### config.mk
export PLATFORM = sky130hd
export DESIGN_NAME = lapc_div
export DESIGN_NICKNAME = d
export VERILOG_FILES = /design/src/design/lapc_pkg.sv /design/src/design/lapc_div.sv
export SDC_FILE = /design/constraint.sdc
export NUM_CORES = 1
export LEC_CHECK = 0
export BUFFER_PORTS_ARGS = -buffer_cell sky130_fd_sc_hd__clkbuf_2
export CAP_MARGIN = 20
export CORE_UTILIZATION = 55
export DETAILED_ROUTE_END_ITERATION = 12
export PLACE_DENSITY = 0.73
export SLEW_MARGIN = 20
export SYNTH_ARGS = -nofsm -noshare
export SYNTH_HDL_FRONTEND = slang
export SYNTH_SLANG_ARGS = --single-unit
### constraint.sdc
create_clock -name clk -period 14.71 [get_ports clk]
set_input_delay 3.6775 -clock clk [delete_from_list [all_inputs] [get_ports clk]]
set_output_delay 3.6775 -clock clk [all_outputs]
set_load 0.005 [all_outputs]
### src/design/lapc_pkg.sv
// Shared types, constants and helper functions for the layered alpha pixel compositor.
// No dependencies; every design file imports this package.
package lapc_pkg;

  // Field widths
  localparam int COORD_WIDTH     = 12;
  localparam int DIM_WIDTH       = 13;
  localparam int STRIDE_WIDTH    = 14;
  localparam int ARGB_WIDTH      = 32;
  localparam int INDEX_WIDTH     = 25;
  localparam int WORD_WIDTH      = 24;
  localparam int CFG_DATA_WIDTH  = 14;
  localparam int CFG_INDEX_WIDTH = 3;

  // Gradient parameter t is an 8-bit quotient, one bit per divider stage
  localparam int T_WIDTH    = 8;
  localparam int DIV_STAGES = T_WIDTH;
  // Each layer blend takes a multiply stage and a divide-by-255 stage
  localparam int BLEND_LAT  = 2;

  // Register reset values
  localparam logic [DIM_WIDTH-1:0]    WIDTH_RESET  = DIM_WIDTH'(1024);
  localparam logic [DIM_WIDTH-1:0]    HEIGHT_RESET = DIM_WIDTH'(768);
  localparam logic [STRIDE_WIDTH-1:0] STRIDE_RESET = STRIDE_WIDTH'(1024);

  // Configuration register indexes
  typedef enum logic [CFG_INDEX_WIDTH-1:0] {
    REG_SCREEN_WIDTH  = 3'd0,
    REG_SCREEN_HEIGHT = 3'd1,
    REG_LINE_STRIDE   = 3'd2,
    REG_PIXEL_ORDER   = 3'd3,
    REG_TOP_WINDOW    = 3'd4
  } cfg_reg_t;

  typedef struct packed {
    logic [COORD_WIDTH-1:0] pixel_x;
    logic [COORD_WIDTH-1:0] pixel_y;
    logic [ARGB_WIDTH-1:0]  window_one_pixel;
    logic [ARGB_WIDTH-1:0]  window_two_pixel;
    logic [ARGB_WIDTH-1:0]  taskbar_pixel;
  } pixel_in_t;

  typedef struct packed {
    logic [INDEX_WIDTH-1:0] pixel_index;
    logic [WORD_WIDTH-1:0]  pixel_word;
  } pixel_out_t;

  typedef struct packed {
    logic [7:0] red;
    logic [7:0] green;
    logic [7:0] blue;
  } rgb_t;

  // Background line geometry, in percent of the screen size; the line gap is in rows
  localparam int LINE_ROW_PCT = 52;
  localparam int LINE_GAP     = 38;
  localparam int LINE_A_L_PCT = 18;
  localparam int LINE_A_R_PCT = 90;
  localparam int LINE_B_L_PCT = 22;
  localparam int LINE_B_R_PCT = 84;

  localparam rgb_t LINE_A_COLOUR = '{red: 8'd56, green: 8'd126, blue: 8'd164};
  localparam rgb_t LINE_B_COLOUR = '{red: 8'd42, green: 8'd104, blue: 8'd146};

  // Gradient end colours: top row (t = 0) and bottom limit (t = 255)
  localparam rgb_t GRAD_TOP    = '{red: 8'd11, green: 8'd79, blue: 8'd130};
  localparam rgb_t GRAD_BOTTOM = '{red: 8'd6,  green: 8'd27, blue: 8'd49};

  // Reciprocal of 100 scaled by 2^26, rounded up; exact for products below 2^20
  localparam int RECIP_100   = 671089;
  localparam int RECIP_SHIFT = 26;

  // Exact floor(v / 255) for v up to 255*255
  function automatic logic [7:0] div255(input logic [15:0] v);
    logic [16:0] s;
    s = {1'b0, v} + 17'(v[15:8]) + 17'd1;
    return s[15:8];
  endfunction

  // floor(v * pct / 100) by one constant multiply
  function automatic logic [DIM_WIDTH-1:0] pct_of(input logic [DIM_WIDTH-1:0] v,
                                                  input int pct);
    logic [44:0] prod;
    prod = 45'(v) * 45'(pct * RECIP_100);
    return prod[RECIP_SHIFT+DIM_WIDTH-1:RECIP_SHIFT];
  endfunction

  // Undivided gradient channel: lo*(255-t) + hi*t
  function automatic logic [15:0] grad_sum(input logic [7:0] lo, input logic [7:0] hi,
                                           input logic [T_WIDTH-1:0] t);
    logic [15:0] s;
    s = 16'(lo) * 16'(8'd255 - t) + 16'(hi) * 16'(t);
    return s;
  endfunction

endpackage

### src/design/lapc_div.sv
// Pipelined restoring divider: t = floor(y*255 / height), one quotient bit per stage.
// Depends on lapc_pkg; accepts a new operand every cycle.
module lapc_div (
  input  logic                            clk,
  input  logic [lapc_pkg::COORD_WIDTH-1:0] y,
  input  logic [lapc_pkg::DIM_WIDTH-1:0]   height,
  output logic [lapc_pkg::T_WIDTH-1:0]     t
);
  import lapc_pkg::*;

  localparam int DIVIDEND_W = COORD_WIDTH + 8;
  localparam int SHIFTED_W  = DIM_WIDTH + T_WIDTH - 1;
  localparam int DIV_W      = (DIVIDEND_W > SHIFTED_W) ? DIVIDEND_W : SHIFTED_W;

  logic [DIV_W-1:0]   dividend;
  logic [DIV_W-1:0]   rem [DIV_STAGES];
  logic [T_WIDTH-1:0] quo [DIV_STAGES];

  // y*255 as a shift and subtract
  assign dividend = (DIV_W'(y) << 8) - DIV_W'(y);

  // One compare-and-subtract per stage, most significant quotient bit first
  for (genvar k = 0; k < DIV_STAGES; k++) begin : g_step
    logic [DIV_W-1:0]   rem_in;
    logic [T_WIDTH-1:0] quo_in;
    logic [DIV_W-1:0]   trial;
    logic               fits;

    if (k == 0) begin : g_first
      assign rem_in = dividend;
      assign quo_in = '0;
    end else begin : g_rest
      assign rem_in = rem[k-1];
      assign quo_in = quo[k-1];
    end

    assign trial = DIV_W'(height) << (DIV_STAGES - 1 - k);
    assign fits  = (rem_in >= trial);

    always_ff @(posedge clk) begin
      rem[k] <= fits ? (rem_in - trial) : rem_in;
      quo[k] <= {quo_in[T_WIDTH-2:0], fits};
    end
  end

  assign t = quo[DIV_STAGES-1];

endmodule

---- Yosys cells after proc, flatten, opt, wreduce, memory -nomap -nowiden ----
Memory sizes are Yosys's and may differ from the RTL's.
Index checks and enable logic that the tools add are counted.
word-level totals
  memories ................................ 2
  memory bits (read-only) ................. 0
  input port bits ......................... 26
  memory bits (writable) .................. 224
  word-level logic and storage cells ...... 27
  output and inout port bits .............. 8
  bits in registers ....................... 0
  latch bits .............................. 0
memories
  memory  words  width  read ports  clocked after memory_dff  wr ports  line            RTL
  rem     8      20     7           0                         8         lapc_div.sv:16  logic [DIV_W-1:0] rem [DIV_STAGES];
  quo     8      8      8           0                         8         lapc_div.sv:17  logic [T_WIDTH-1:0] quo [DIV_STAGES];
cells by class
  add/subtract/negate cells ............... 9
  shifts and indexed selects .............. 0
  reduce and logical (&&, ||, !) cells .... 0
  muxes and demuxes ....................... 8
  eq/ne operators ......................... 0
  multiply operators ...................... 0
  divide/modulo/power cells ............... 0
  bitwise logic cells ..................... 0
  magnitude comparators ................... 8
operator list
  cell            count
  $mux 20         8
  $ge 20x13->1    1
  $ge 20x14->1    1
  $ge 20x15->1    1
  $ge 20x16->1    1
  $ge 20x17->1    1
  $ge 20x18->1    1
  $ge 20x19->1    1
  $ge 20x20->1    1
  $sub 20x12->20  1
  $sub 20x13->20  1
  $sub 20x14->20  1
  $sub 20x15->20  1
  $sub 20x16->20  1
  $sub 20x17->20  1
  $sub 20x18->20  1
  $sub 20x19->20  1
  $sub 20x20->20  1

---- Logic depth before layout (Yosys ltp) ----
  depth in word-level cells ............... 3
  mapped depth ............................ 16
  depth with buffers taken out ............ 15

---- Worst setup path before layout ----
No wires, ideal clock.
  kind .................................... input port to flip-flop
  start point ............................. input y[9] in the netlist's numbering
  end point ............................... memory rem[0][11] in the netlist's numbering
  library setup time ...................... 121 ps
  stages on the path ...................... 16
  required time ........................... 14589 ps
  arrival time ............................ 7147 ps
  path buffers ............................ 1
  path slack .............................. 7442 ps
  path through ............................ inv_1 ha_1 nor4bb_1 nand3_1 a31oi_1 or2_2 or3_1 xnor2_1 ha_1 and3_1 nand2_1 or4_1 nor4b_2 a311oi_2 buf_6 mux2_4
RTL lines
  item         line            RTL
  from (decl)  lapc_div.sv:5   input logic [lapc_pkg::COORD_WIDTH-1:0] y,
  to (decl)    lapc_div.sv:16

==> results.txt <==
R2R Path End = rem[5][7]
Cell variety after synth = 70
Area occupied by multi-input gates = 0.00652 mm^2
Number of synthesized flops with an enable pin = 0
Synth Warn # = 0
Grt ovf = 0
Initial antenna violation count = 0
Total track usage = 24.1%
Die Span X = 139 um
Area Growth Syn to Fin = 9.91%
Slew of the pin with the lowest slew margin = 1.03 ns
WL/cell = 16.2 um
Hold Buf Count CTS = 0
WL final = 22,700 um
Post-DP HPWL = 17,300 um
GR Util met1 = 26.1%
Pre-CTS worst setup slack = 6.74 ns
Post-CTS Setup Inserts = 0
Data arrival, critical path = 7.84 ns
Hold Vio Cnt, Final = 0
Max-cap viol count = 0
WHS Path Cells = 0
Critical path capture point type = register
Hold_sp = quo[1][18]
DRC violation count after routing = 0
Die H = 139 um
Reg2reg path depth = 10
Via count = 8,195
CP Class = primary input to register
Startpoint Class = primary input
Layout Utilization = 62.4%
Most used DFF post-synth = dfxtp_1
Most common cell after layout, fill and taps aside = dfxtp_1
Clk buf depth = 2
Met3 Resource Use GR = 4.87%
Hold Path Class = register to register
Met2 Usage GRT = 45.3%
Share of Yosys cell area claimed by the top area cell type = 34.1%
Num rows = 49
Antenna diode count = 0
Fmax = 133 MHz
Die Area = 0.0194 mm^2
Leakage = 5.04 nW
Largest net degree at the start of global routing = 26
Post-Synthesis Cells = 1,118
Initial cell density of the core = 56.8%
Min Tclk post-route = 7.51 ns
Seq/Total Area, Yosys = 34.1%
Max Slew Vio Count = 0
#FFs+latches synth = 176
Area contributors post-synth = dfxtp_1 34%, ha_1 13%, mux2_2 4.9%, xnor2_1 4.8%, a21oi_1 4.3%
DR iter-0 viols = 395
CP required = 15.04 ns
GR peak layer = met2
Core Box Area = 0.0182 mm^2
Total Power = 0.00251 W
Worst-Skew Late Latency = 0.43 ns
Final Skew = 0.00778 ns
RSZ-0062 raised after global routing = false
Routability cong. = 0.902
Hold worst-path end = quo[1][27]
Post-CTS Resized = 0
Clock sinks = 176
Post-Syn Area = 0.0103 mm^2
Pre-antenna DRT Iters = 7
Via/cell ratio = 5.86
Part of the cycle the worst path needs = 51.1%
Max H-tree Level = 4
Setup slack after layout = 7.20 ns
I/O pin total = 34
Relative slew margins = 30.1%
Synthesized area per cell = 9.25 um^2
Max FO, Critical Path = 9
Clk pin slew, worst setup/hold paths = 0.07 ns
First-pass GRT wire length = 37,300 um
Most frequent cells in the layout = 176 x dfxtp_1, 110 x ha_1, 89 x a21oi_1, 76 x nor2_1, 65 x nand2_1
Outcome = completed
Reg-to-reg startpoint = rem[4][2]
CTS tree = yes
Vias in the first global route = 7,990
Final Setup Violations = 0
Final setup TNS = 0 ns
Number of fill cells = 1,555
Power per cell area = 221 mW/mm^2
Antenna-violating nets left = 0
Worst vdd ir = 0.0996 mV
FF+latch area = 0.00352 mm^2
Layout cells sized above 1 = 11.8%
# nets final = 1,300
CTS Buf Count = 17
Reg2reg setup slack = 11.54 ns
Port Buffer Count = 33
Ys async rst share = 0%
Clk root buf = clkbuf_16
Syn nets = 1,261
Area leader, netlist = dfxtp_1
routing by layer:
metal	up-vias	wire length [um]	share of wire [%]
li1	4162	-	-
met1	3816	9600	42
met2	166	11600	51
met3	51	801	3.5
met4	0	730	3.2
met5	-	0	0
worst max path at each step:
stage | from | depth (start not counted) | to
5_1_grt | y[8] | 16 | rem[0][10]
6_report | y[8] | 16 | rem[0][10]
3_5_place_dp | y[8] | 16 | rem[0][19]
2_1_floorplan | y[9] | 16 | rem[0][11]
3_3_place_gp | y[9] | 16 | rem[0][10]
4_1_cts | y[8] | 16 | rem[0][10]
kinds of logic (layout without fill, tap and decap cells):
| group | Yosys count | count (layout) | synth area share [%] |
|---|---|---|---|
| fa+ha+maj | 117 | 117 | 14.7 |
| compound gates | 288 | 288 | 18.0 |
| flops | 176 | 176 | 34.1 |
| buf+inv | 79 | 131 | 3.04 |
| xor+xnor | 91 | 91 | 7.71 |
| simple gates | 302 | 302 | 15.2 |
| mux | 65 | 65 | 7.23 |
worst max-delay path, stage by stage:
cell and delay [ns]:
clkbuf_2 0.11, inv_1 0.06, ha_1 0.32, nor4bb_1 0.17
nand4_1 0.12, a21oi_1 0.09, a2111oi_0 0.51, xor2_1 0.28
ha_1 0.33, a21o_1 0.21, a21o_1 0.17, a21oi_1 0.20
a21bo_2 0.27, a311oi_2 0.63, buf_4 0.33, mux2_2 0.35
stage by stage:
stage / cells / area, um^2 / hold WS (ns)
floorplan: 1118 / 10300 / 0.310
global placement: 1367 / 10800 / 0.311
detailed placement: 1367 / 10800 / 0.312
CTS: 1399 / 11400 / 0.323
global route: 1399 / 11400 / 0.331
finish: 1399 / 11400 / 0.322
area by class of cell:
cell class              count  share of cell area (%)
inverters                  62                    2.05
well taps                 229                    2.52
clock inverters            14                    1.44
repair buffers             37                    1.72
clock buffers              18                    3.86
flip-flops and latches    176                    31.0
multi-input cells         863                    57.4
synthesized netlist by cell type (14+ instances only):
library cell / n
ha_1: 110
nand2_1: 65
xnor2_1: 57
nand2b_1: 14
inv_1: 62
nand4_1: 14
xor2_1: 34
nor3_1: 21
a21o_1: 37
o21a_1: 19
o21ai_0: 51
a21oi_1: 89
nor2_1: 76
mux2_2: 45
nor2b_1: 23
nand3_1: 18
dfxtp_1: 176
power breakdown:
part	leakage [nW]	switching (W)	internal, W
Combinational	3.27	0.000668	0.000607
Sequential	1.48	0.0000993	0.000679
Clock	0.292	0.000213	0.000248
state kept, by name (all words and copies together) (netlist names):
name / flops
quo: 36
rem: 140
No activity file was read; power rests on OpenSTA's default activity.
