==> src/design/lapc_pkg.sv <==
// Shared types, constants and helper functions for the layered alpha pixel compositor.
// No dependencies; every design file imports this package.
package lapc_pkg;

  // Field widths
  localparam int COORD_WIDTH     = 12;
  localparam int DIM_WIDTH       = 13;
  localparam int STRIDE_WIDTH    = 14;
  localparam int ARGB_WIDTH      = 32;
  localparam int INDEX_WIDTH     = 25;
  localparam int WORD_WIDTH      = 24;
  localparam int CFG_DATA_WIDTH  = 14;
  localparam int CFG_INDEX_WIDTH = 3;

  // Gradient parameter t is an 8-bit quotient, one bit per divider stage
  localparam int T_WIDTH    = 8;
  localparam int DIV_STAGES = T_WIDTH;
  // Each layer blend takes a multiply stage and a divide-by-255 stage
  localparam int BLEND_LAT  = 2;

  // Register reset values
  localparam logic [DIM_WIDTH-1:0]    WIDTH_RESET  = DIM_WIDTH'(1024);
  localparam logic [DIM_WIDTH-1:0]    HEIGHT_RESET = DIM_WIDTH'(768);
  localparam logic [STRIDE_WIDTH-1:0] STRIDE_RESET = STRIDE_WIDTH'(1024);

  // Configuration register indexes
  typedef enum logic [CFG_INDEX_WIDTH-1:0] {
    REG_SCREEN_WIDTH  = 3'd0,
    REG_SCREEN_HEIGHT = 3'd1,
    REG_LINE_STRIDE   = 3'd2,
    REG_PIXEL_ORDER   = 3'd3,
    REG_TOP_WINDOW    = 3'd4
  } cfg_reg_t;

  typedef struct packed {
    logic [COORD_WIDTH-1:0] pixel_x;
    logic [COORD_WIDTH-1:0] pixel_y;
    logic [ARGB_WIDTH-1:0]  window_one_pixel;
    logic [ARGB_WIDTH-1:0]  window_two_pixel;
    logic [ARGB_WIDTH-1:0]  taskbar_pixel;
  } pixel_in_t;

  typedef struct packed {
    logic [INDEX_WIDTH-1:0] pixel_index;
    logic [WORD_WIDTH-1:0]  pixel_word;
  } pixel_out_t;

  typedef struct packed {
    logic [7:0] red;
    logic [7:0] green;
    logic [7:0] blue;
  } rgb_t;

  // Background line geometry, in percent of the screen size; the line gap is in rows
  localparam int LINE_ROW_PCT = 52;
  localparam int LINE_GAP     = 38;
  localparam int LINE_A_L_PCT = 18;
  localparam int LINE_A_R_PCT = 90;
  localparam int LINE_B_L_PCT = 22;
  localparam int LINE_B_R_PCT = 84;

  localparam rgb_t LINE_A_COLOUR = '{red: 8'd56, green: 8'd126, blue: 8'd164};
  localparam rgb_t LINE_B_COLOUR = '{red: 8'd42, green: 8'd104, blue: 8'd146};

  // Gradient end colours: top row (t = 0) and bottom limit (t = 255)
  localparam rgb_t GRAD_TOP    = '{red: 8'd11, green: 8'd79, blue: 8'd130};
  localparam rgb_t GRAD_BOTTOM = '{red: 8'd6,  green: 8'd27, blue: 8'd49};

  // Reciprocal of 100 scaled by 2^26, rounded up; exact for products below 2^20
  localparam int RECIP_100   = 671089;
  localparam int RECIP_SHIFT = 26;

  // Exact floor(v / 255) for v up to 255*255
  function automatic logic [7:0] div255(input logic [15:0] v);
    logic [16:0] s;
    s = {1'b0, v} + 17'(v[15:8]) + 17'd1;
    return s[15:8];
  endfunction

  // floor(v * pct / 100) by one constant multiply
  function automatic logic [DIM_WIDTH-1:0] pct_of(input logic [DIM_WIDTH-1:0] v,
                                                  input int pct);
    logic [44:0] prod;
    prod = 45'(v) * 45'(pct * RECIP_100);
    return prod[RECIP_SHIFT+DIM_WIDTH-1:RECIP_SHIFT];
  endfunction

  // Undivided gradient channel: lo*(255-t) + hi*t
  function automatic logic [15:0] grad_sum(input logic [7:0] lo, input logic [7:0] hi,
                                           input logic [T_WIDTH-1:0] t);
    logic [15:0] s;
    s = 16'(lo) * 16'(8'd255 - t) + 16'(hi) * 16'(t);
    return s;
  endfunction

endpackage

==> src/design/lapc_blend.sv <==
// Source-over blend of one ARGB layer over an RGB colour, two register stages.
// Depends on lapc_pkg (rgb_t, div255); alpha 0 and 255 fall out of the same formula.
module lapc_blend (
  input  logic                           clk,
  input  lapc_pkg::rgb_t                 below,
  input  logic [lapc_pkg::ARGB_WIDTH-1:0] layer,
  output lapc_pkg::rgb_t                 blended
);
  import lapc_pkg::*;

  logic [7:0]  alpha;
  logic [7:0]  inv_alpha;
  logic [15:0] sum_red;
  logic [15:0] sum_green;
  logic [15:0] sum_blue;

  assign alpha     = layer[31:24];
  assign inv_alpha = 8'd255 - alpha;

  // Weight source and destination
  always_ff @(posedge clk) begin
    sum_red   <= 16'(layer[23:16]) * 16'(alpha) + 16'(below.red)   * 16'(inv_alpha);
    sum_green <= 16'(layer[15:8])  * 16'(alpha) + 16'(below.green) * 16'(inv_alpha);
    sum_blue  <= 16'(layer[7:0])   * 16'(alpha) + 16'(below.blue)  * 16'(inv_alpha);
  end

  // Truncate by 255
  always_ff @(posedge clk) begin
    blended.red   <= div255(sum_red);
    blended.green <= div255(sum_green);
    blended.blue  <= div255(sum_blue);
  end

endmodule

==> config.mk <==
export PLATFORM = sky130hd
export DESIGN_NAME = lapc_blend
export DESIGN_NICKNAME = d
export VERILOG_FILES = /design/src/design/lapc_pkg.sv /design/src/design/lapc_blend.sv
export SDC_FILE = /design/constraint.sdc
export NUM_CORES = 1
export LEC_CHECK = 0
export BUFFER_PORTS_ARGS = -buffer_cell sky130_fd_sc_hd__buf_4
export CORE_MARGIN = 1
export CORE_UTILIZATION = 45
export DETAILED_ROUTE_END_ITERATION = 16
export HOLD_SLACK_MARGIN = 0.02
export SETUP_SLACK_MARGIN = 0.1
export SYNTH_ARGS = -nofsm -noshare
export SYNTH_HDL_FRONTEND = slang
export SYNTH_SLANG_ARGS = --single-unit
==> constraint.sdc <==
create_clock -name clk -period 9.5 [get_ports clk]
set_input_delay 1.425 -clock clk [delete_from_list [all_inputs] [get_ports clk]]
set_output_delay 1.425 -clock clk [all_outputs]
set_load 0.02 [all_outputs]
---- After elaboration in Yosys (flattened, before gate mapping) ----
Cells that the tools add are included.
word-level totals
  register bits ........................... 72
  logic and storage cells ................. 22
  bits of input ports ..................... 57
operators by class
  add/sub/neg operators ................... 10
  multiply operators ...................... 6
operators with widths
  cell                                            number
  multiplier 8 x 8 -> 16 bit                      6
  adder 16 x 1 -> 16 bit (second input constant)  3
  adder 16 bit                                    3
  adder 16 x 8 -> 16 bit                          3
  subtractor 8 bit (first input constant)         1

---- Depth between registers and ports, before layout ----
Gate-level depths: netlist of run 1.
  depth in word-level cells ............... 3
  depth in mapped cells ................... 22
  gate-level depth less buffers ........... 20

---- Worst setup path before layout of run 1 ----
No wires, ideal clock.
  kind .................................... in2reg
  start point ............................. in layer[26] (netlist bit)
  end point ............................... reg sum_green[15]
  stages .................................. 19
  arrival time ............................ 6.667 ns
  path buffers ............................ 2
  slack ................................... 2.769 ns
  data required time ...................... 9.436 ns
  cell sequence ........................... clkbuf_1 > clkbuf_1 > nand2_1 > fa_1 > fa_1 > inv_1 > fa_1 > fa_1 > fa_1 > inv_1 > fa_1 > inv_1 > ha_1 > a21oi_1 > o21ai_0 > a211oi_1 > a21oi_1 > or4_1 > nand4_1
on the way
  cells in the longest elaborated chain, start to end .. 3
RTL lines
  what                        line              text
  start: declaration          lapc_blend.sv:6   input logic [lapc_pkg::ARGB_WIDTH-1:0] layer,
  subtractor 8 bit            lapc_blend.sv:18  assign inv_alpha = 8'd255 - alpha;
  multiplier 8 x 8 -> 16 bit  lapc_blend.sv:23  sum_green <= 16'(layer[15:8]) * 16'(alpha) + 16'(below.green) * 16'(inv_alpha);
  adder 16 bit (*)            lapc_blend.sv:23
  end signal: assignment      lapc_blend.sv:23
  end: declaration            lapc_blend.sv:14  logic [15:0] sum_green;
Every way passes the cells marked *; elsewhere a longest branch is shown, timed or not.

---- Worst setup path in the final report of run 1 ----
  start point ............................. in layer[25] (netlist bit)
  end point ............................... reg sum_green[15]
Same word-level chain as after synthesis.

==> impl_metrics.json, run 1 <==
{
  "grt_pass1_wl_mm": 56.00,
  "final_max_slew_viol_count": 0,
  "ys_seq_area_frac": 0.09351,
  "cts_hold_buf": 0,
  "die_x_um": 187.1,
  "setup_viol": 0,
  "grt_remaining_overflow": 0,
  "dp_hpwl_mm": 25.51,
  "finalHoldWorstSlack_ns": 0.4752,
  "clkTransAtPathRegs_ns": 0.07,
  "wl_mm": 32.16,
  "drv_cap": 0,
  "setup_tns_ns": 0,
  "grtUsageMet2": 0.3533,
  "via_per_inst": 4.832,
  "yosysTopAreaCell": "fa_1",
  "clock.fmax_mhz": 149.6,
  "antenna_left": 0,
  "crit_path_start_kind": "primary input",
  "drt-initial-drc-count": 303,
  "synth_cell_types": 46,
  "slowest_delay_ns": 0.55,
  "power.total_mw": 6.102,
  "busiest_layer": "met2",
  "worst_path_most_repeated_cell": "fa_1",
  "synthTopCellsByArea": "fa_1, ha_1, inv_1",
  "cts-htree-levels": 3,
  "clkLatencyLatePin_ns": 0.35,
  "antenna_found_initial": 0,
  "crit_path_end_kind": "register",
  "fillers": 3156,
  "crit_fanout": 48,
  "synth_compound_area_frac": 0.04383,
  "clockBufferDepth": 2,
  "hp-class": "reg2reg",
  "io_pins": 81,
  "synthMuxAreaShare": 0.002192,
  "grt_max_degree": 49,
  "cts_setup_buffers": 0,
  "cts.sinks": 72,
  "rsz0062_at_grt": "no",
  "async_flop_share": 0,
  "root_buffer": "clkbuf_16",
  "syn_area_um2": 15410,
  "synth-adder-area-share": 0.5420,
  "synth_cells": 1657,
  "post-route-period-util": 0.7035,
  "die-area_um2": 35000,
  "synth-edff-count": 0,
  "drc": 0,
  "finClkSkew_ns": 0.005944,
  "gp_congestion": 0.7971,
  "synth_top_family_by_area": "adder cells",
  "critPathArrivalTime_ns": 6.98,
  "row_count": 67,
  "area_delta_synth_final_pct": 8.709,
  "start_util": 0.4586,
  "p_leak_nw": 8.714,
  "use_met1": 0.2627,
  "synthSimpleGateAreaFrac": 0.1671,
  "slew_headroom": 0.5753,
  "crit_type": "in2reg",
  "synth_flop_cell": "dfxtp_1",
  "grt_pass1_vias": 11400,
  "post_cts_resized": 0,
  "slowest_stage": "fa_1",
  "required_ns": 9.80,
  "io_buffers": 80,
  "nets": 2261,
  "first_pass_iters": 4,
  "ir_drop_mv": 0.3001,
  "yosysWarnings": 0,
  "syn_avg_cell_area_um2": 9.303,
  "ys_ff_latch": 72,
  "drive_gt1_frac": 0.06126,
  "grt_util_all_layers": 0.1998,
  "numCtsBuffers": 9,
  "tightest_slew_ns": 0.6370,
  "outcome": "complete, no violations",
  "use_met3": 0.01914,
  "synth_top_cell_area_share": 0.3740,
  "vias": 10450,
  "wl_per_cell_um": 14.88,
  "crit_path_cell_trace": "buf_4, nand2_1, fa_1, fa_1, inv_1, fa_1, fa_1, fa_1, inv_1, fa_1, inv_1, ha_1, a21oi_1, o21ai_0, a211oi_1, a21oi_1, or4_1, nand4_1",
  "cts_tree": "built",
  "power.density_nw_per_um2": 364.2,
  "core_area_um2": 33620,
  "timing.final.hold_violations": 0,
  "synth_xor_area_frac": 0.03977,
  "period_minus_slack_ns": 6.683,
  "n_antenna_cell": 0,
  "chipHeight_um": 187.1
}
==> cells in the mapped netlist (2+ instances only) <==
cell type,count
and2_1,111
o21ai_0,12
a21o_1,16
and3_1,8
nor2b_1,136
inv_1,415
fa_1,288
nand4_1,11
xnor2_1,56
o21a_1,5
and4_1,2
o21ai_1,9
a21oi_1,32
ha_1,207
nor3_1,2
o31ai_1,2
o31ai_2,2
nand2b_1,59
nand2_1,99
clkbuf_1,41
a211oi_1,6
dfxtp_1,72
mux2_2,3
xor2_1,14
nand3_1,13
nor2_1,10
a31oi_1,2
o21bai_1,5
a211o_1,2
==> routing by layer <==
layer  up-vias  part of all wire
met1      5252              0.45
met4         0             0.014
met2       149              0.51
met3        27             0.028
met5         -                 0
li1       5019                 -
==> placed cells by master, fill, tap and decap left out, types with 12 or more instances in the layout <==
| cell | instances |
|---|---|
| o21ai_0 | 12 |
| inv_1 | 415 |
| nand2_1 | 99 |
| buf_4 | 80 |
| xor2_1 | 14 |
| a21o_1 | 16 |
| nand3_1 | 13 |
| a21oi_1 | 32 |
| nand2b_1 | 59 |
| nor2b_1 | 136 |
| ha_1 | 207 |
| xnor2_1 | 56 |
| fa_1 | 288 |
| and2_1 | 111 |
| dfxtp_1 | 72 |
==> per-stage QoR <==
step	area (µm²)	util	instances	setup WS [ns]
6_report	16760	0.4985	2162	2.817
3_5_place_dp	16430	0.4887	2146	2.447
2_1_floorplan	15420	-	1659	2.769
3_3_place_gp	16430	0.4887	2146	2.542
4_1_cts	16760	0.4985	2162	2.812
5_1_grt	16760	0.4985	2162	2.401
==> where the power goes <==
group / switching [mW] / internal, mW / leakage [nW]
Sequential: 0.0929 / 0.547 / 0.607
Combinational: 2.79 / 2.29 / 7.94
Clock: 0.145 / 0.233 / 0.162
Total: 3.03 / 3.07 / 8.71
==> final timing paths <==
| path | startpoint | end | slack [ns] | cells after the start |
|---|---|---|---|---|
| hold / removal | sum_blue[15] | blended[7] | 0.48 | 1 |
| hold reg to reg | sum_blue[15] | blended[7] | 0.48 | 1 |
| setup / recovery | layer[25] | sum_green[15] | 2.82 | 18 |
| setup reg to reg | sum_red[9] | blended[23] | 7.61 | 7 |
==> cell type report <==
class | instances | area, µm² | share of cell area
Multi-Input combinational cell | 1130 | 12270 | 0.7319
Clock inverter | 7 | 102.6 | 0.006123
Tap cell | 448 | 560.5 | 0.03345
Sequential cell | 72 | 1441 | 0.08602
Clock buffer | 9 | 225.2 | 0.01344
Timing Repair Buffer | 80 | 600.6 | 0.03584
Inverter | 416 | 1562 | 0.09318
==> state kept, by name, summed over array words and instances (netlist names) <==
register and count:
sum_red 16, sum_blue 16, blended 24, sum_green 16
==> worst max-delay path, delay by kind of cell <==
kind            cells  cell delay, ns
compound gates      4            0.84
fa+ha+maj           7            3.34
simple gates        3            0.74
buf+inv             4            0.61
==> cells by family (layout without fill, tap and decap cells) <==
kind of cell             Yosys count  in the layout
flip-flops                        72             72
XOR/XNOR                          70             70
buffers and inverters            457            512
AO/OA/AOI/OAI                    102            102
AND/OR/NAND/NOR                  457            457
adder cells (fa/ha/maj)          495            495
multiplexers                       3              3
other                              1              3
No activity file was read; power rests on OpenSTA's default activity.
==> inputs of run 2 (changes only) <==
--- a/config.mk
+++ b/config.mk
@@ -5,6 +5,7 @@
 export SDC_FILE = /design/constraint.sdc
 export NUM_CORES = 1
 export LEC_CHECK = 0
+export ABC_AREA = 1
 export BUFFER_PORTS_ARGS = -buffer_cell sky130_fd_sc_hd__buf_4
 export CORE_MARGIN = 1
 export CORE_UTILIZATION = 45
==> constraint.sdc (replaced) <==
create_clock -name clk -period 6.9 [get_ports clk]
set_input_delay 1.035 -clock clk [delete_from_list [all_inputs] [get_ports clk]]
set_output_delay 1.035 -clock clk [all_outputs]
set_load 0.02 [all_outputs]
==> run 2 against run 1 <==
  * First-iteration DRC count up 100%
  * Critical path depth is 1 higher
  * Synthesized cell count grew 44%
  * Global-route usage is 2.4 points higher
  * Cell area grew 9.9%
  * Final cell count rose by 35%
  * Synthesized area grew 11%
  * Utilization about the same
  * Die area up 11%
  * Largest cell class unchanged
==> impl_metrics.json, run 2 <==
{
  "outcome": "complete, no violations",
  "cts_hold_buf": 0,
  "place_ws_ns": 0.8329,
  "critPathBufInv": 5,
  "gp_congestion": 0.8768,
  "clkLatencyLatePin_ns": 0.37,
  "drv_cap": 0,
  "mostFrequentLayoutCell": "inv_1",
  "period_minus_slack_ns": 5.701,
  "drt-initial-drc-count": 620,
  "largest_reg_flops": 24,
  "slowest_stage": "fa_1",
  "nets": 2967,
  "crit_type": "in2reg",
  "post-route-period-util": 0.8263,
  "required_ns": 7.18,
  "clockBufferDepth": 2,
  "antenna_left": 0,
  "clock.fmax_mhz": 175.4,
  "crit_path_start_kind": "primary input",
  "fin_area_um2": 18410,
  "setup_viol": 0,
  "grt_pass1_vias": 14580,
  "finClkSkew_ns": 0.01180,
  "area_delta_synth_final_pct": 7.818,
  "drc": 0,
  "grt_max_degree": 43,
  "cts.sinks": 72,
  "io_buffers": 80,
  "cts_setup_buffers": 0,
  "critPathArrivalTime_ns": 5.98,
  "crit_fanout": 42,
  "wl_per_cell_um": 13.51,
  "yosysTopAreaCell": "fa_1",
  "synth_top_cell_area_share": 0.3376,
  "chipHeight_um": 196.8,
  "syn_avg_cell_area_um2": 7.178,
  "setup_slack_ns": 1.199,
  "largest_register": "blended",
  "synth_flop_cell": "dfxtp_1",
  "wl_mm": 39.51,
  "drive_gt1_frac": 0.05083,
  "n_antenna_cell": 0,
  "cts-htree-levels": 3,
  "crit_path_cell_trace": "buf_4, inv_1, nand2_1, fa_1, fa_1, inv_1, fa_1, fa_1, fa_1, inv_1, fa_1, inv_1, ha_1, nand2_1, nand2_1, nand2_1, nand2_1, a21oi_1, xnor2_1",
  "async_flop_share": 0,
  "dp_hpwl_mm": 33.67,
  "clkTransAtPathRegs_ns": 0.07,
  "hp-class": "reg2reg",
  "setup_tns_ns": 0,
  "die-area_um2": 38730,
  "ys_seq_area_frac": 0.08440,
  "synth-edff-count": 0,
  "placed_cell_area_um2": 18080,
  "post_cts_resized": 0,
  "cts_tree": "built",
  "tightest_slew_ns": 0.5731,
  "start_util": 0.4621,
  "ys_ff_latch": 72,
  "layout_common_cells": "inv_1, nand2_1, fa_1",
  "antenna_found_initial": 0,
  "grt_util_all_layers": 0.2241,
  "root_buffer": "clkbuf_16",
  "timing.final.hold_violations": 0,
  "grt_pass1_wl_mm": 68.92,
  "slowest_delay_ns": 0.50,
  "worst_path_most_repeated_cell": "fa_1",
  "synth_cells": 2379,
  "first_pass_iters": 5,
  "finalNonFillerCells": 2924,
  "synthTopCellsByArea": "fa_1, inv_1, ha_1",
  "io_pins": 81,
  "rsz0062_at_grt": "no",
  "via_per_inst": 4.655,
  "crit_path_end_kind": "register",
  "die_x_um": 196.8,
  "core_area_um2": 36960,
  "dp.cells": 2908,
  "yosysMostFrequentCell": "inv_1",
  "synthTopCellsByCount": "inv_1, nand2_1, fa_1",
  "syn_area_um2": 17080,
  "numCtsBuffers": 9,
  "yosysWarnings": 0,
  "row_count": 70,
  "vias": 13610,
  "synth_cell_types": 29,
  "final_max_slew_viol_count": 0,
  "slew_headroom": 0.6180,
  "grt_remaining_overflow": 0,
  "cp_top_family": "adder cells"
}
==> run 2: cell families (layout without fill, tap and decap cells) <==
| family | count (synthesis) | in the layout | synth area share |
|---|---|---|---|
| buf+inv | 791 | 830 | 0.1758 |
| flops | 72 | 72 | 0.08440 |
| fa+ha+maj | 495 | 495 | 0.4893 |
| other cells | 1 | 3 | 0.0002196 |
| xor+xnor | 24 | 24 | 0.01231 |
| simple gates | 950 | 950 | 0.2232 |
| compound gates | 46 | 46 | 0.01480 |
==> run 2: metal layers <==
metal  share of wire  GRT usage
met5               0          0
met4           0.016    0.05828
met3           0.046    0.03713
met2            0.48     0.3853
met1            0.46     0.2917
==> run 2: layout make-up <==
class | count | area (µm²)
timing repair buffer | 84 | 630.6
tap | 504 | 630.6
clock buffer | 9 | 225.2
clock inverter | 7 | 102.6
multi-input combinational | 1518 | 12640
sequential | 72 | 1441
fill | 3737 | 18550
inverter | 730 | 2740
==> run 2: worst register-to-register path, cell delays in order (launching register included) <==
cell and delay [ns]:
dfxtp_1 0.48, ha_1 0.32, nand2_1 0.09, inv_1 0.06, nand2_1 0.06, inv_1 0.04
and2_1 0.15, nand2_2 0.07, nand2_2 0.05, nand2_1 0.06, nand2_1 0.04
==> run 2: final timing paths <==
path | endpoint | slack, ns | cells past startpoint | from
worst min register to register | blended[23] | 0.49 | 2 | sum_red[15]
worst max register to register | blended[12] | 5.36 | 10 | sum_green[12]
worst max-delay path | sum_green[10] | 1.20 | 19 | layer[29]
worst min-delay path | blended[23] | 0.49 | 2 | sum_red[15]
==> run 2: stage by stage <==
stage	hold slack, ns	utilization
floorplan	0.4636	-
global placement	0.4998	0.4893
detailed placement	0.4992	0.4893
CTS	0.4932	0.4982
global route	0.5409	0.4982
finish	0.4908	0.4982
Power of run 2 is left out: the tool's default activity adds up to more than one toggle a clock period on the data nets, which glitch-free logic cannot reach.
==> inputs of run 3 (changes only) <==
==> constraint.sdc (replaced) <==
create_clock -name clk -period 5.4 [get_ports clk]
set_input_delay 0.81 -clock clk [delete_from_list [all_inputs] [get_ports clk]]
set_output_delay 0.81 -clock clk [all_outputs]
set_load 0.02 [all_outputs]
==> run 3 against run 2 <==
  * Sequential cell count is the same
  * Via count grew 3.5%
  * Die area is the same
  * Utilization grew 2.4 points
  * Critical endpoint is now sum_red[15]
  * Non-clock buffer count grew 90
  * Routed wire length grew 2.6%
  * Worst hold slack gained 0.012 ns
  * Global-route usage grew 0.61 points
  * Count of clock-buffer cells in the layout is the same
  * Register-to-register slack lost 1.5 ns
  * First-iteration DRC count grew 2.7%
==> impl_metrics.json, run 3 (synthesis gave the netlist of run 2 again) <==
{
  "cts-htree-levels": 3,
  "die-area_um2": 38730,
  "n_antenna_cell": 0,
  "worst_path_most_repeated_cell": "nand2_1",
  "tightest_slew_ns": 0.4936,
  "wl_per_cell_um": 13.45,
  "antenna_left": 0,
  "clkLatencyLatePin_ns": 0.36,
  "crit_path_start_kind": "primary input",
  "core_area_um2": 36960,
  "mostFrequentLayoutCell": "inv_1",
  "post-route-util": 0.5221,
  "die_x_um": 196.8,
  "crit_type": "in2reg",
  "rr_endpoint": "blended[12]",
  "gp_congestion": 0.9062,
  "period_minus_slack_ns": 5.097,
  "post-route-period-util": 0.9439,
  "clockBufferDepth": 2,
  "root_buffer": "clkbuf_16",
  "critPathArrivalTime_ns": 5.35,
  "cts_tree": "built",
  "drc": 0,
  "layout_common_cells": "inv_1, nand2_1, fa_1",
  "r2r_slack_ns": 3.84,
  "setup_viol": 0,
  "slowest_delay_ns": 0.53,
  "row_count": 70,
  "first_pass_iters": 5,
  "dp_hpwl_mm": 35.33,
  "grt_pass1_vias": 15000,
  "largest_reg_flops": 24,
  "area_delta_synth_final_pct": 13.00,
  "required_ns": 5.65,
  "crit_start": "layer[28]",
  "hp-class": "reg2reg",
  "reg2reg_depth": 9,
  "nets": 3057,
  "grt_pass1_wl_mm": 70.99,
  "slew_headroom": 0.6684,
  "drt-initial-drc-count": 637,
  "io_buffers": 80,
  "io_pins": 81,
  "finClkSkew_ns": 0.01042,
  "post_cts_resized": 0,
  "rr_startpoint": "sum_green[13]",
  "clock.fmax_mhz": 196.2,
  "chipHeight_um": 196.8,
  "wl_mm": 40.53,
  "timing.final.hold_violations": 0,
  "antenna_found_initial": 0,
  "crit_path_cell_trace": "buf_4, buf_4, nand2_1, inv_1, fa_1, inv_1, fa_1, fa_1, inv_1, fa_1, fa_1, inv_1, fa_1, inv_1, ha_1, nand2_1, inv_1, nand2_1, nand2_1, a21oi_1, nand2_1, nand2_1, nand2_1",
  "outcome": "complete, no violations",
  "grt_util_all_layers": 0.2303,
  "grt_remaining_overflow": 0,
  "min_from": "sum_blue[15]",
  "slowest_stage": "fa_1",
  "critPathCapture": "sum_red[15]",
  "placed_cell_area_um2": 18860,
  "final_max_slew_viol_count": 0,
  "cts.sinks": 72,
  "clkTransAtPathRegs_ns": 0.07,
  "largest_register": "blended",
  "start_util": 0.4621,
  "crit_fanout": 7,
  "drive_gt1_frac": 0.09084,
  "numCtsBuffers": 9,
  "cts_setup_buffers": 0,
  "crit_path_end_kind": "register",
  "vias": 14080,
  "cts_hold_buf": 0,
  "via_per_inst": 4.672,
  "drv_cap": 0,
  "grt_max_degree": 46,
  "fin_area_um2": 19300,
  "rsz0062_at_grt": "yes"
}
run 3: cell count changes in the layout (fill, tap and decap cells not counted), sizes merged:
cell,previous run,this run
clkinv,6,5
buf,84,174
bufinv,2,1
clkinvlp,0,2
run 3: layer usage:
metal  vias to the layer above  GRT usage  share of wire
met5                         -          0              0
met4                         0    0.06029          0.018
met3                        45    0.03371          0.052
met2                       293     0.3979           0.48
met1                      6751     0.3006           0.45
li1                       6992          -              -
run 3: critical path: cells and delay by family:
family,cells,cell delay [ns]
fa+ha+maj,7,3.29
simple gates,7,0.46
buf+inv,8,0.65
compound gates,1,0.17
run 3: area by class of cell:
cell class	count	area [µm²]
clock buffer	9	225.2
clock inverter	7	80.08
fill	3656	17660
inverter	730	2744
multi-input combinational	1518	12750
sequential	72	1441
tap	504	630.6
timing repair buffer	174	1429
run 3: worst min path at each step:
stage / endpoint / cells after the start
finish: blended[7] / 2
detailed placement: blended[7] / 2
CTS: blended[7] / 2
global route: blended[23] / 2
global placement: blended[7] / 2
floorplan: blended[23] / 2
run 3: through the flow:
stage	instances	setup slack (ns)	hold WS (ns)	TNS, ns
2_1_floorplan	2381	0.07844	0.4636	0
3_3_place_gp	2998	-0.1928	0.4959	-2.067
3_5_place_dp	2998	-0.2679	0.4971	-3.361
4_1_cts	3014	0.1166	0.5064	0
5_1_grt	3014	0.05580	0.5438	0
6_report	3014	0.3031	0.5032	0
Power of run 3 is left out for the same reason.
